$ cat src/rtl/core/smbs_pkg.sv
// Types and constants shared by the SPI master byte shifter files.
package smbs_pkg;

  localparam int BITS_PER_BYTE = 8;
  localparam logic [2:0] LAST_BIT = 3'(BITS_PER_BYTE - 1);
  localparam int CFG_WIDTH = 16;

  // Depth of the queues between the front, the shifter and the result side.
  localparam int QUEUE_DEPTH = 2;
  localparam int QPTR_W = $clog2(QUEUE_DEPTH);
  localparam int QCNT_W = $clog2(QUEUE_DEPTH + 1);

  typedef struct packed {
    logic       load_valid;
    logic [7:0] tx_byte;
    logic       end_of_frame;
    logic       miso_level;
  } in_item_t;

  typedef struct packed {
    logic       sclk_level;
    logic       mosi_level;
    logic       select_n;
    logic       load_ready;
    logic       rx_valid;
    logic [7:0] rx_byte;
  } out_item_t;

  // The four phases of one bit.
  typedef enum logic [3:0] {
    PH_CLK_LOW  = 4'b0001,
    PH_DRIVE    = 4'b0010,
    PH_CLK_HIGH = 4'b0100,
    PH_SAMPLE   = 4'b1000
  } phase_t;

  // Handshake status of one queue as seen by its neighbors.
  typedef struct packed {
    logic full;
    logic empty;
  } q_status_t;

endpackage

$ cat src/rtl/core/spi_master_byte_shifter_top.sv
// Top level of the SPI master byte shifter (mode 0, most significant bit first).
//
// Each input beat is one tick of the pin-level shifter: an optional byte to
// send with its end-of-frame mark, and the sampled MISO level. Each input
// beat yields exactly one result beat with the SCLK, MOSI and select levels
// after that tick, the load-ready flag, and a received byte when one ends.
// Input beats are pushed with in_push while in_full is low; results are
// taken with out_pop while out_empty is low, oldest first.
// The phase_delay register is written through cfg_we and cfg_data; the user
// must write it only while no beat is in flight; the block does not enforce it.
// Throughput is one beat per cycle while neither side stalls: the shifter
// steps once per cycle, limited only by its single-tick state update. An
// accepted input beat is registered in the input queue, and its result in
// the result queue, before it reaches the output.
// If the receiver stalls, the result queue fills, the shifter stops
// stepping and the input queue fills, raising in_full; nothing is lost.
// A synchronous low rst_n empties both queues, idles the shifter with
// select high, and sets phase_delay back to one.
module spi_master_byte_shifter_top import smbs_pkg::*; #(
  parameter int DELAY_WIDTH = 16
) (
  input  logic                 clk,
  input  logic                 rst_n,
  input  logic                 in_push,
  output logic                 in_full,
  input  in_item_t             in_item,
  output logic                 out_empty,
  input  logic                 out_pop,
  output out_item_t            out_item,
  input  logic                 cfg_we,
  input  logic [CFG_WIDTH-1:0] cfg_data
);

  // Register value widened first so that any DELAY_WIDTH up to 32 can take
  // its low bits, dropping or zero-filling as needed.
  logic [31:0]            cfg_wide;
  logic [DELAY_WIDTH-1:0] phase_delay_r, phase_delay_nxt;
  q_status_t              in_q_status, out_q_status;
  in_item_t               head_item;
  out_item_t              step_result;
  logic                   step;

  assign cfg_wide        = {{(32 - CFG_WIDTH){1'b0}}, cfg_data};
  assign phase_delay_nxt = cfg_wide[DELAY_WIDTH-1:0];

  always_ff @(posedge clk) begin
    if (!rst_n) begin
      phase_delay_r <= DELAY_WIDTH'(1);
    end else if (cfg_we) begin
      phase_delay_r <= phase_delay_nxt;
    end
  end

  // Front: input beats wait here until the shifter takes them.
  smbs_queue #(
    .WIDTH ($bits(in_item_t))
  ) u_in_q (
    .clk     (clk),
    .rst_n   (rst_n),
    .push    (in_push),
    .wr_data (in_item),
    .pop     (step),
    .rd_data (head_item),
    .status  (in_q_status)
  );

  // The shifter advances one tick whenever a beat waits and the result
  // queue has room for its result.
  assign step = ~in_q_status.empty & ~out_q_status.full;

  smbs_shift_core #(
    .DELAY_WIDTH (DELAY_WIDTH)
  ) u_core (
    .clk         (clk),
    .rst_n       (rst_n),
    .step        (step),
    .phase_delay (phase_delay_r),
    .tick        (head_item),
    .result      (step_result)
  );

  // Back: results wait here until the receiver pops them.
  smbs_queue #(
    .WIDTH ($bits(out_item_t))
  ) u_out_q (
    .clk     (clk),
    .rst_n   (rst_n),
    .push    (step),
    .wr_data (step_result),
    .pop     (out_pop),
    .rd_data (out_item),
    .status  (out_q_status)
  );

  assign in_full   = in_q_status.full;
  assign out_empty = out_q_status.empty;

endmodule

$ cat src/rtl/core/smbs_queue.sv
// Small first-in first-out queue of fixed depth that decouples two stages.
module smbs_queue import smbs_pkg::*; #(
  parameter int WIDTH = 8
) (
  input  logic             clk,
  input  logic             rst_n,
  input  logic             push,
  input  logic [WIDTH-1:0] wr_data,
  input  logic             pop,
  output logic [WIDTH-1:0] rd_data,
  output q_status_t        status
);

  logic [WIDTH-1:0]  slot_r [QUEUE_DEPTH];
  logic [QPTR_W-1:0] wr_ptr_r, wr_ptr_nxt;
  logic [QPTR_W-1:0] rd_ptr_r, rd_ptr_nxt;
  logic [QCNT_W-1:0] count_r, count_nxt;
  logic              do_push, do_pop;

  assign status.full  = (count_r == QCNT_W'(QUEUE_DEPTH));
  assign status.empty = (count_r == '0);
  assign do_push = push & ~status.full;
  assign do_pop  = pop & ~status.empty;
  assign rd_data = slot_r[rd_ptr_r];

  always_comb begin
    wr_ptr_nxt = wr_ptr_r;
    rd_ptr_nxt = rd_ptr_r;
    count_nxt  = count_r;
    if (do_push) begin
      wr_ptr_nxt = (wr_ptr_r == QPTR_W'(QUEUE_DEPTH - 1)) ? '0 : wr_ptr_r + QPTR_W'(1);
    end
    if (do_pop) begin
      rd_ptr_nxt = (rd_ptr_r == QPTR_W'(QUEUE_DEPTH - 1)) ? '0 : rd_ptr_r + QPTR_W'(1);
    end
    if (do_push && !do_pop) begin
      count_nxt = count_r + QCNT_W'(1);
    end else if (do_pop && !do_push) begin
      count_nxt = count_r - QCNT_W'(1);
    end
  end

  always_ff @(posedge clk) begin
    if (!rst_n) begin
      wr_ptr_r <= '0;
      rd_ptr_r <= '0;
      count_r  <= '0;
    end else begin
      wr_ptr_r <= wr_ptr_nxt;
      rd_ptr_r <= rd_ptr_nxt;
      count_r  <= count_nxt;
    end
  end

  always_ff @(posedge clk) begin
    if (do_push) begin
      slot_r[wr_ptr_r] <= wr_data;
    end
  end

endmodule

$ cat src/rtl/core/smbs_shift_core.sv
// Pin-level shifter: advances the SPI state by one tick per stepped beat.
module smbs_shift_core import smbs_pkg::*; #(
  parameter int DELAY_WIDTH = 16
) (
  input  logic                   clk,
  input  logic                   rst_n,
  input  logic                   step,
  input  logic [DELAY_WIDTH-1:0] phase_delay,
  input  in_item_t               tick,
  output out_item_t              result
);

  phase_t                 phase_r, phase_nxt;
  logic [DELAY_WIDTH-1:0] wait_r, wait_nxt;
  logic [2:0]             bit_idx_r, bit_idx_nxt;
  logic [7:0]             tx_shift_r, tx_shift_nxt;
  logic [7:0]             rx_shift_r, rx_shift_nxt;
  logic                   active_r, active_nxt;
  logic                   selected_r, selected_nxt;
  logic                   last_r, last_nxt;
  logic                   sclk_r, sclk_nxt;
  logic                   mosi_r, mosi_nxt;
  logic                   rx_valid;
  logic [7:0]             rx_out;

  always_comb begin
    phase_nxt    = phase_r;
    wait_nxt     = wait_r;
    bit_idx_nxt  = bit_idx_r;
    tx_shift_nxt = tx_shift_r;
    rx_shift_nxt = rx_shift_r;
    active_nxt   = active_r;
    selected_nxt = selected_r;
    last_nxt     = last_r;
    sclk_nxt     = sclk_r;
    mosi_nxt     = mosi_r;
    rx_valid     = 1'b0;
    rx_out       = '0;

    if (!active_r) begin
      if (tick.load_valid) begin
        tx_shift_nxt = tick.tx_byte;
        rx_shift_nxt = '0;
        last_nxt     = tick.end_of_frame;
        active_nxt   = 1'b1;
        selected_nxt = 1'b1;
        bit_idx_nxt  = '0;
        phase_nxt    = PH_CLK_LOW;
        wait_nxt     = '0;
        sclk_nxt     = 1'b0;
      end
    end else if (wait_r < phase_delay) begin
      wait_nxt = wait_r + DELAY_WIDTH'(1);
    end else begin
      wait_nxt = '0;
      case (phase_r)
        PH_CLK_LOW: begin
          phase_nxt    = PH_DRIVE;
          mosi_nxt     = tx_shift_r[7];
          tx_shift_nxt = {tx_shift_r[6:0], 1'b0};
        end
        PH_DRIVE: begin
          phase_nxt = PH_CLK_HIGH;
          sclk_nxt  = 1'b1;
        end
        PH_CLK_HIGH: begin
          phase_nxt    = PH_SAMPLE;
          rx_shift_nxt = {rx_shift_r[6:0], tick.miso_level};
        end
        PH_SAMPLE: begin
          if (bit_idx_r != LAST_BIT) begin
            bit_idx_nxt = bit_idx_r + 3'd1;
            phase_nxt   = PH_CLK_LOW;
            sclk_nxt    = 1'b0;
          end else begin
            rx_valid    = 1'b1;
            rx_out      = rx_shift_r;
            active_nxt  = 1'b0;
            phase_nxt   = PH_CLK_LOW;
            bit_idx_nxt = '0;
            if (last_r) begin
              selected_nxt = 1'b0;
            end
            last_nxt = 1'b0;
          end
        end
        default: begin
          phase_nxt = PH_CLK_LOW;
        end
      endcase
    end
  end

  // The result shows the line state after this tick.
  assign result.sclk_level = sclk_nxt;
  assign result.mosi_level = mosi_nxt;
  assign result.select_n   = ~selected_nxt;
  assign result.load_ready = ~active_nxt;
  assign result.rx_valid   = rx_valid;
  assign result.rx_byte    = rx_out;

  always_ff @(posedge clk) begin
    if (!rst_n) begin
      phase_r    <= PH_CLK_LOW;
      wait_r     <= '0;
      bit_idx_r  <= '0;
      tx_shift_r <= '0;
      rx_shift_r <= '0;
      active_r   <= 1'b0;
      selected_r <= 1'b0;
      last_r     <= 1'b0;
      sclk_r     <= 1'b0;
      mosi_r     <= 1'b0;
    end else if (step) begin
      phase_r    <= phase_nxt;
      wait_r     <= wait_nxt;
      bit_idx_r  <= bit_idx_nxt;
      tx_shift_r <= tx_shift_nxt;
      rx_shift_r <= rx_shift_nxt;
      active_r   <= active_nxt;
      selected_r <= selected_nxt;
      last_r     <= last_nxt;
      sclk_r     <= sclk_nxt;
      mosi_r     <= mosi_nxt;
    end
  end

endmodule

$ cat config.mk
export PLATFORM = sky130hd
export DESIGN_NAME = spi_master_byte_shifter_top
export DESIGN_NICKNAME = d
export VERILOG_FILES = /design/src/rtl/core/smbs_pkg.sv /design/src/rtl/core/spi_master_byte_shifter_top.sv /design/src/rtl/core/smbs_queue.sv /design/src/rtl/core/smbs_shift_core.sv
export SDC_FILE = /design/constraint.sdc
export NUM_CORES = 1
export LEC_CHECK = 0
export BUFFER_PORTS_ARGS = -buffer_cell sky130_fd_sc_hd__buf_2
export CAP_MARGIN = 15
export CORE_ASPECT_RATIO = 0.6
export CORE_UTILIZATION = 64
export DETAILED_ROUTE_END_ITERATION = 7
export PLACE_DENSITY = 0.85
export SLEW_MARGIN = 10
export SYNTH_ARGS = -nofsm -noshare
export SYNTH_HDL_FRONTEND = slang
export SYNTH_SLANG_ARGS = --single-unit
export TNS_END_PERCENT = 100
$ cat constraint.sdc
create_clock -name clk -period 4.7 [get_ports clk]
set_clock_uncertainty 0.1 [all_clocks]
set_input_delay 0.47 -clock clk [delete_from_list [all_inputs] [get_ports clk]]
set_output_delay 0.47 -clock clk [all_outputs]
set_load 0.005 [all_outputs]
Yosys cells after proc, flatten, opt, wreduce, memory -nomap -nowiden
Memory sizes are Yosys's and may differ from the RTL's. A register that Yosys moved wholly into a read port is not among the register bits.
Cells that the tools add are included.
{"block": "classes", "n_mux": 68, "n_eq_ne": 12, "mul": 0, "bitwise_logic": 11, "shifts": 0, "n_reduce_logical": 19, "magnitude_cmp": 1, "n_div": 0, "add_sub_neg": 10}
{"cell": "two-way mux 8 bit", "n": 12}
{"cell": "two-way mux 16 bit", "n": 3}
{"cell": "two-way mux 1 bit", "n": 39}
{"cell": "adder 16 x 1 -> 16 bit, second input constant", "n": 1}
{"cell": "< comparator 16 bit", "n": 1}
{"cell": "two-way mux 3 bit", "n": 5}
{"cell": "two-way mux 4 bit", "n": 3}
{"cell": "case mux 4 bit (3 select lines)", "n": 1}
{"cell": "AND reduction 4 bit", "n": 3}
{"cell": "inequality test 2 bit, second input constant", "n": 5}
{"cell": "two-way mux 2 bit", "n": 4}
{"cell": "NOT 1 bit", "n": 6}
{"cell": "nonzero test 2 bit", "n": 3}
{"cell": "bitwise AND 1 bit", "n": 5}
{"cell": "AND reduction 5 bit", "n": 1}
{"cell": "adder 1 bit, second input constant", "n": 4}
{"cell": "adder 2 x 1 -> 2 bit, second input constant", "n": 2}
{"cell": "== test 2 bit, second input constant", "n": 2}
{"cell": "== test 4 x 1 -> 1 bit, second input constant", "n": 1}
{"cell": "== test 4 x 2 -> 1 bit, second input constant", "n": 1}
{"cell": "== test 4 x 3 -> 1 bit, second input constant", "n": 1}
{"cell": "== test 4 bit, second input constant", "n": 1}
{"cell": "logical AND 1 bit", "n": 4}
{"cell": "logical NOT 1 bit", "n": 4}
{"cell": "other kinds (7)", "n": 9}
{"block": "word_totals", "inputBits": 32, "latch_bits": 0, "memories": 2, "regBits": 68, "ramBits": 48, "output_inout_bits": 15, "romBits": 0}
{"name": "u_out_q.slot_r", "words": 2, "width": 13, "rd": 1, "rd_ports_with_merged_regs": 1, "write_ports": 1, "line_no": "smbs_queue.sv:14", "source": "logic [WIDTH-1:0] slot_r [QUEUE_DEPTH];"}
{"name": "u_in_q.slot_r", "words": 2, "width": 11, "rd": 1, "rd_ports_with_merged_regs": 1, "write_ports": 1, "line_no": "smbs_queue.sv:14"}

Depth between registers and ports, before layout
{"block": "logic_depth", "word_depth": 8, "ltp_mapped": 10, "mapped_depth_nobuf": 8}

Cells and area by module
From an unflattened synthesis, not the netlist that was laid out.
{"block": "unflattened", "hier_cells": 482, "area_unflattened_um2": 5386.4}
{"mod": "smbs_shift_core", "cells_per_inst": 306, "area_per_inst_um2": 2580.0, "seq_area_each_um2": 880.8, "n_inst": 1}
{"mod": "smbs_queue (u_out_q)", "cells_per_inst": 65, "area_per_inst_um2": 1166.1, "seq_area_each_um2": 880.8, "n_inst": 1}
{"mod": "smbs_queue (u_in_q)", "cells_per_inst": 59, "area_per_inst_um2": 1023.5, "seq_area_each_um2": 760.7, "n_inst": 1}
{"mod": "spi_master_byte_shifter_top", "cells_per_inst": 52, "area_per_inst_um2": 616.8, "seq_area_each_um2": 320.3, "n_inst": 1}

Least setup slack after synthesis
OpenSTA, ideal clock, no wires.
{"block": "synth_path", "path_type": "reg-to-reg", "from": "register phase_delay_r[15]", "to": "register u_core.rx_shift_r[7]", "setup_ns": 0.088, "path_stages_with_launch": 10, "path_slack_ns": 1.899, "n_path_buf": 1, "arrival_time_ns": 2.612, "path_cell_list": "dfxtp_1 -> inv_1 -> ha_1 -> nand4_1 -> or3_1 -> or4_1 -> and3_1 -> buf_6 -> or3_4 -> o32ai_2"}
{"block": "synth_between", "elab_chain_cells": 3}
{"item": "start, declared", "line_no": "spi_master_byte_shifter_top.sv:37", "source": "logic [DELAY_WIDTH-1:0] phase_delay_r, phase_delay_nxt;"}
{"item": "start signal, assigned", "line_no": "spi_master_byte_shifter_top.sv:50", "source": "phase_delay_r <= phase_delay_nxt;"}
{"item": "< comparator 16 bit", "line_no": "smbs_shift_core.sv:52", "source": "end else if (wait_r < phase_delay) begin"}
{"item": "inequality test 2 bit (no source line)"}
{"item": "AND reduction 4 bit (no source line)"}
{"item": "end signal, assigned", "line_no": "smbs_shift_core.sv:119", "source": "rx_shift_r <= rx_shift_nxt;"}
{"item": "end, declared", "line_no": "smbs_shift_core.sv:17", "source": "logic [7:0] rx_shift_r, rx_shift_nxt;"}
Every way passes these cells.
A chain may end at the register's enable or synchronous reset.

Final worst setup path
{"block": "layout_path", "from": "register phase_delay_r[15]", "to": "register u_core.rx_shift_r[0]"}
Same word-level chain as after synthesis.

==> run summary <==
The clock tree from TritonCTS is built. Dividing the detail-routed wire length by the instance count gives 17.27 um. For this run, asynchronously set or reset flops after synthesis account for 0%. The number of nets in the layout is 592.

The slew at the pin closest to its max-slew limit is 960.6 ps. The number of vias per cell after detailed routing is 5.917. The net count after synthesis is 541. Detailed placement finished with a half-perimeter wire length of 7.377 mm. The run finished with clean final reports. The tree is rooted in a sky130_fd_sc_hd__clkbuf_16. The region available for standard cell placement spans 0.007883 mm2. The worst path required time came out at 4930 ps. The clock sink count is 118.

The initial antenna violation count came out at 0. Measured along the x axis, the die boundary spans 118.6 um. The class of the most critical setup path is flip-flop to flip-flop. The starting density of the core is 66.17%. The number of ports placed on the die boundary is 47. The later pin in the worst-skew pair is clocked with a latency of 410 ps. Leaving out fill and tap cells, the most frequent cells in the layout are sky130_fd_sc_hd__dfxtp_1, sky130_fd_sc_hd__nor2_1, sky130_fd_sc_hd__edfxtp_1. The worst hold-check slack came out at 144.6 ps. The highest clock frequency the design can meet is 297.8 MHz. The number of gates resized after cts is 0. The global-route total usage across every layer is 28.42%. The mapped netlist covers 0.005216 mm2. The floorplan has 25 rows.

The H-tree depth reported by CTS came out at 4. Cells with a size suffix above 1 make up 18.81% of the layout. In the routed design, unresolved DRC markers number 0.

The number of enable flip-flop cells after synthesis is 48. The worst hold-check path type is input port to flip-flop. The number of max-slew violations in the final report was 0. The synthesized instance count came out at 489. Of the available clock period, the critical path in the final layout requires 71.44%. The largest fanout of any net on the critical path came out at 11.

The routability-driven placement congestion ratio came out at 0.8551. The count of inserted antenna diode cells is 0. Power comes to 3.637 mW. Setup repair after global routing left no endpoint under its margin.

Counting flops and latches in the post-synthesis netlist gives 118. The count of warnings emitted by yosys came out at 0. The first-pass GRT wire length is 18.19 mm.

Measured on the finished design, the core utilization comes to 78.62%. The mean instance size in the synthesized netlist came out at 10.67 um2. The worst setup path is captured at a flip-flop. The total length of routed wires is 11.41 mm. In this run the power density over the cells is 586.9 mW/mm2. The detailed router's first-iteration violation count is 414. The y dimension of the die came out at 71.93 um. The static leakage power is 2.420 nW.

The main flop type after synthesis is sky130_fd_sc_hd__dfxtp_1. After layout, the worst setup slack is 1343 ps. The critical path launch point type is a flip-flop. The worst ir drop on vdd came out at 356.7 uV.

The first-pass detailed-route iteration total came out at 5. The number of setup buffers added after CTS is 0. The count of buffers added on input and output ports is 46. Of the synthesized area, sequential elements account for 54.50%.

The shortest clock period the worst path allows after layout is 3357 ps. The total overflow left after global routing is 0. The worst-case clock buffer depth is 2.

The relative max-transition margin came out at 35.96%. The placement-stage worst setup slack is 1462 ps. The synthesis-to-finish area growth is 18.81%. The distinct cell type count after synthesis came out at 52.

The number of buffers added by the clock tree synthesis step is 17. The routed layout has 3911 vias. In the final timing run, aggregate negative setup slack is 0 ps.

The final number of setup-violating endpoints came out at 0. The final antenna-violating net count is 0. The number of violations of the max-capacitance limit came out at 0. The number of endpoints with negative hold slack in the final report is 0. Entering global routing, the biggest net connects 35 pins. The via count of the first global-routing pass came out at 3655. The die covers 0.008527 mm2. The clock transition time at the flip-flop clock pins of the worst setup and hold paths came out at 50 ps. Leaving out fill and tap cells, the most frequent cell in the layout is sky130_fd_sc_hd__dfxtp_1. The number of hold buffers added after CTS was 0.

The register-to-register setup slack came out at 1340 ps. Data arrives at the worst endpoint at 3580 ps.
per-stage QoR:
stage,instances,cell area (um2)
after global placement,628,5525
after detailed placement,628,5525
after CTS,660,6186
after floorplan,489,5216
final,661,6197
after global routing,661,6197
worst max-delay path, stage by stage, from the launching register on:
cell and delay [ps]:
sky130_fd_sc_hd__dfxtp_1 340, sky130_fd_sc_hd__inv_1 50, sky130_fd_sc_hd__ha_1 310, sky130_fd_sc_hd__nand4_1 170, sky130_fd_sc_hd__or3_1 470, sky130_fd_sc_hd__or4_1 630, sky130_fd_sc_hd__and3_2 350, sky130_fd_sc_hd__a211oi_4 560
sky130_fd_sc_hd__mux2i_1 290
logic make-up after synthesis:
| kind of cell | share of synthesized area, % |
|---|---|
| mux | 10.53 |
| fa+ha+maj | 4.797 |
| xor+xnor | 4.030 |
| flops | 54.50 |
| compound gates | 8.060 |
| buf+inv | 3.526 |
| simple gates | 14.56 |
synth_stat cells, types with 9 or more instances:
master | instances | share of area, %
sky130_fd_sc_hd__clkbuf_1 | 12 | 0.86
sky130_fd_sc_hd__mux2_2 | 15 | 3.2
sky130_fd_sc_hd__mux2i_1 | 38 | 7.3
sky130_fd_sc_hd__xor2_1 | 12 | 2.0
sky130_fd_sc_hd__dfxtp_1 | 70 | 27
sky130_fd_sc_hd__nand4_1 | 9 | 1.1
sky130_fd_sc_hd__nand3_1 | 15 | 1.4
sky130_fd_sc_hd__a21oi_1 | 18 | 1.7
sky130_fd_sc_hd__ha_1 | 20 | 4.8
sky130_fd_sc_hd__nand2_1 | 45 | 3.2
sky130_fd_sc_hd__nor2_1 | 57 | 4.1
sky130_fd_sc_hd__inv_1 | 27 | 1.9
sky130_fd_sc_hd__o21ai_0 | 22 | 2.1
sky130_fd_sc_hd__xnor2_1 | 12 | 2.0
sky130_fd_sc_hd__edfxtp_1 | 48 | 28
sequential cells by signal, indices dropped and copies added (netlist names), named ones only:
signal / flops
u_core.sclk_r: 1
u_core.phase_r: 4
u_out_q.wr_ptr_r: 1
u_in_q.rd_ptr_r: 1
u_out_q.count_r: 2
u_core.bit_idx_r: 3
u_out_q.slot_r: 26
u_core.selected_r: 1
u_core.wait_r: 16
u_in_q.wr_ptr_r: 1
u_in_q.count_r: 2
u_out_q.rd_ptr_r: 1
u_core.rx_shift_r: 8
u_core.tx_shift_r: 8
phase_delay_r: 16
u_core.active_r: 1
u_in_q.slot_r: 22
u_core.last_r: 1
u_core.mosi_r: 1
final cells by class:
type | instances | area, um2
flip-flops and latches | 118 | 2843
multi-input cells | 325 | 2190
fillers | 510 | 1685
clock buffers | 18 | 429.2
repair buffers | 50 | 264.0
clock inverters | 14 | 231.5
well taps | 108 | 135.1
inverters | 28 | 105.1
where the power goes:
group          total (mW)  internal, mW  switching [mW]
clock                1.44         0.989           0.454
sequential           1.41          1.28           0.136
combinational       0.780         0.331           0.449
metal layers:
layer	global-route usage (%)	share of wire [%]	up-vias	wire, um
met4	12.10	2.1	0	242
met3	7.940	8.2	37	934
li1	-	-	1823	-
met5	0	0	-	0
met2	42.76	44	207	5013
met1	39.13	46	1844	5223
final timing paths:
kind	startpoint	endpoint	cells past startpoint
hold / removal	in_item[5]	u_in_q.slot_r[0][5]$_DFFE_PP_	1
hold reg to reg	u_core.last_r$_SDFFE_PN0P_	u_core.selected_r$_SDFFE_PN0P_	1
setup reg to reg	phase_delay_r[15]$_SDFFE_PN0P_	u_core.rx_shift_r[0]$_SDFFE_PN0P_	8
setup / recovery	phase_delay_r[15]$_SDFFE_PN0P_	u_core.rx_shift_r[0]$_SDFFE_PN0P_	8
(Power assumes the default switching activity.)
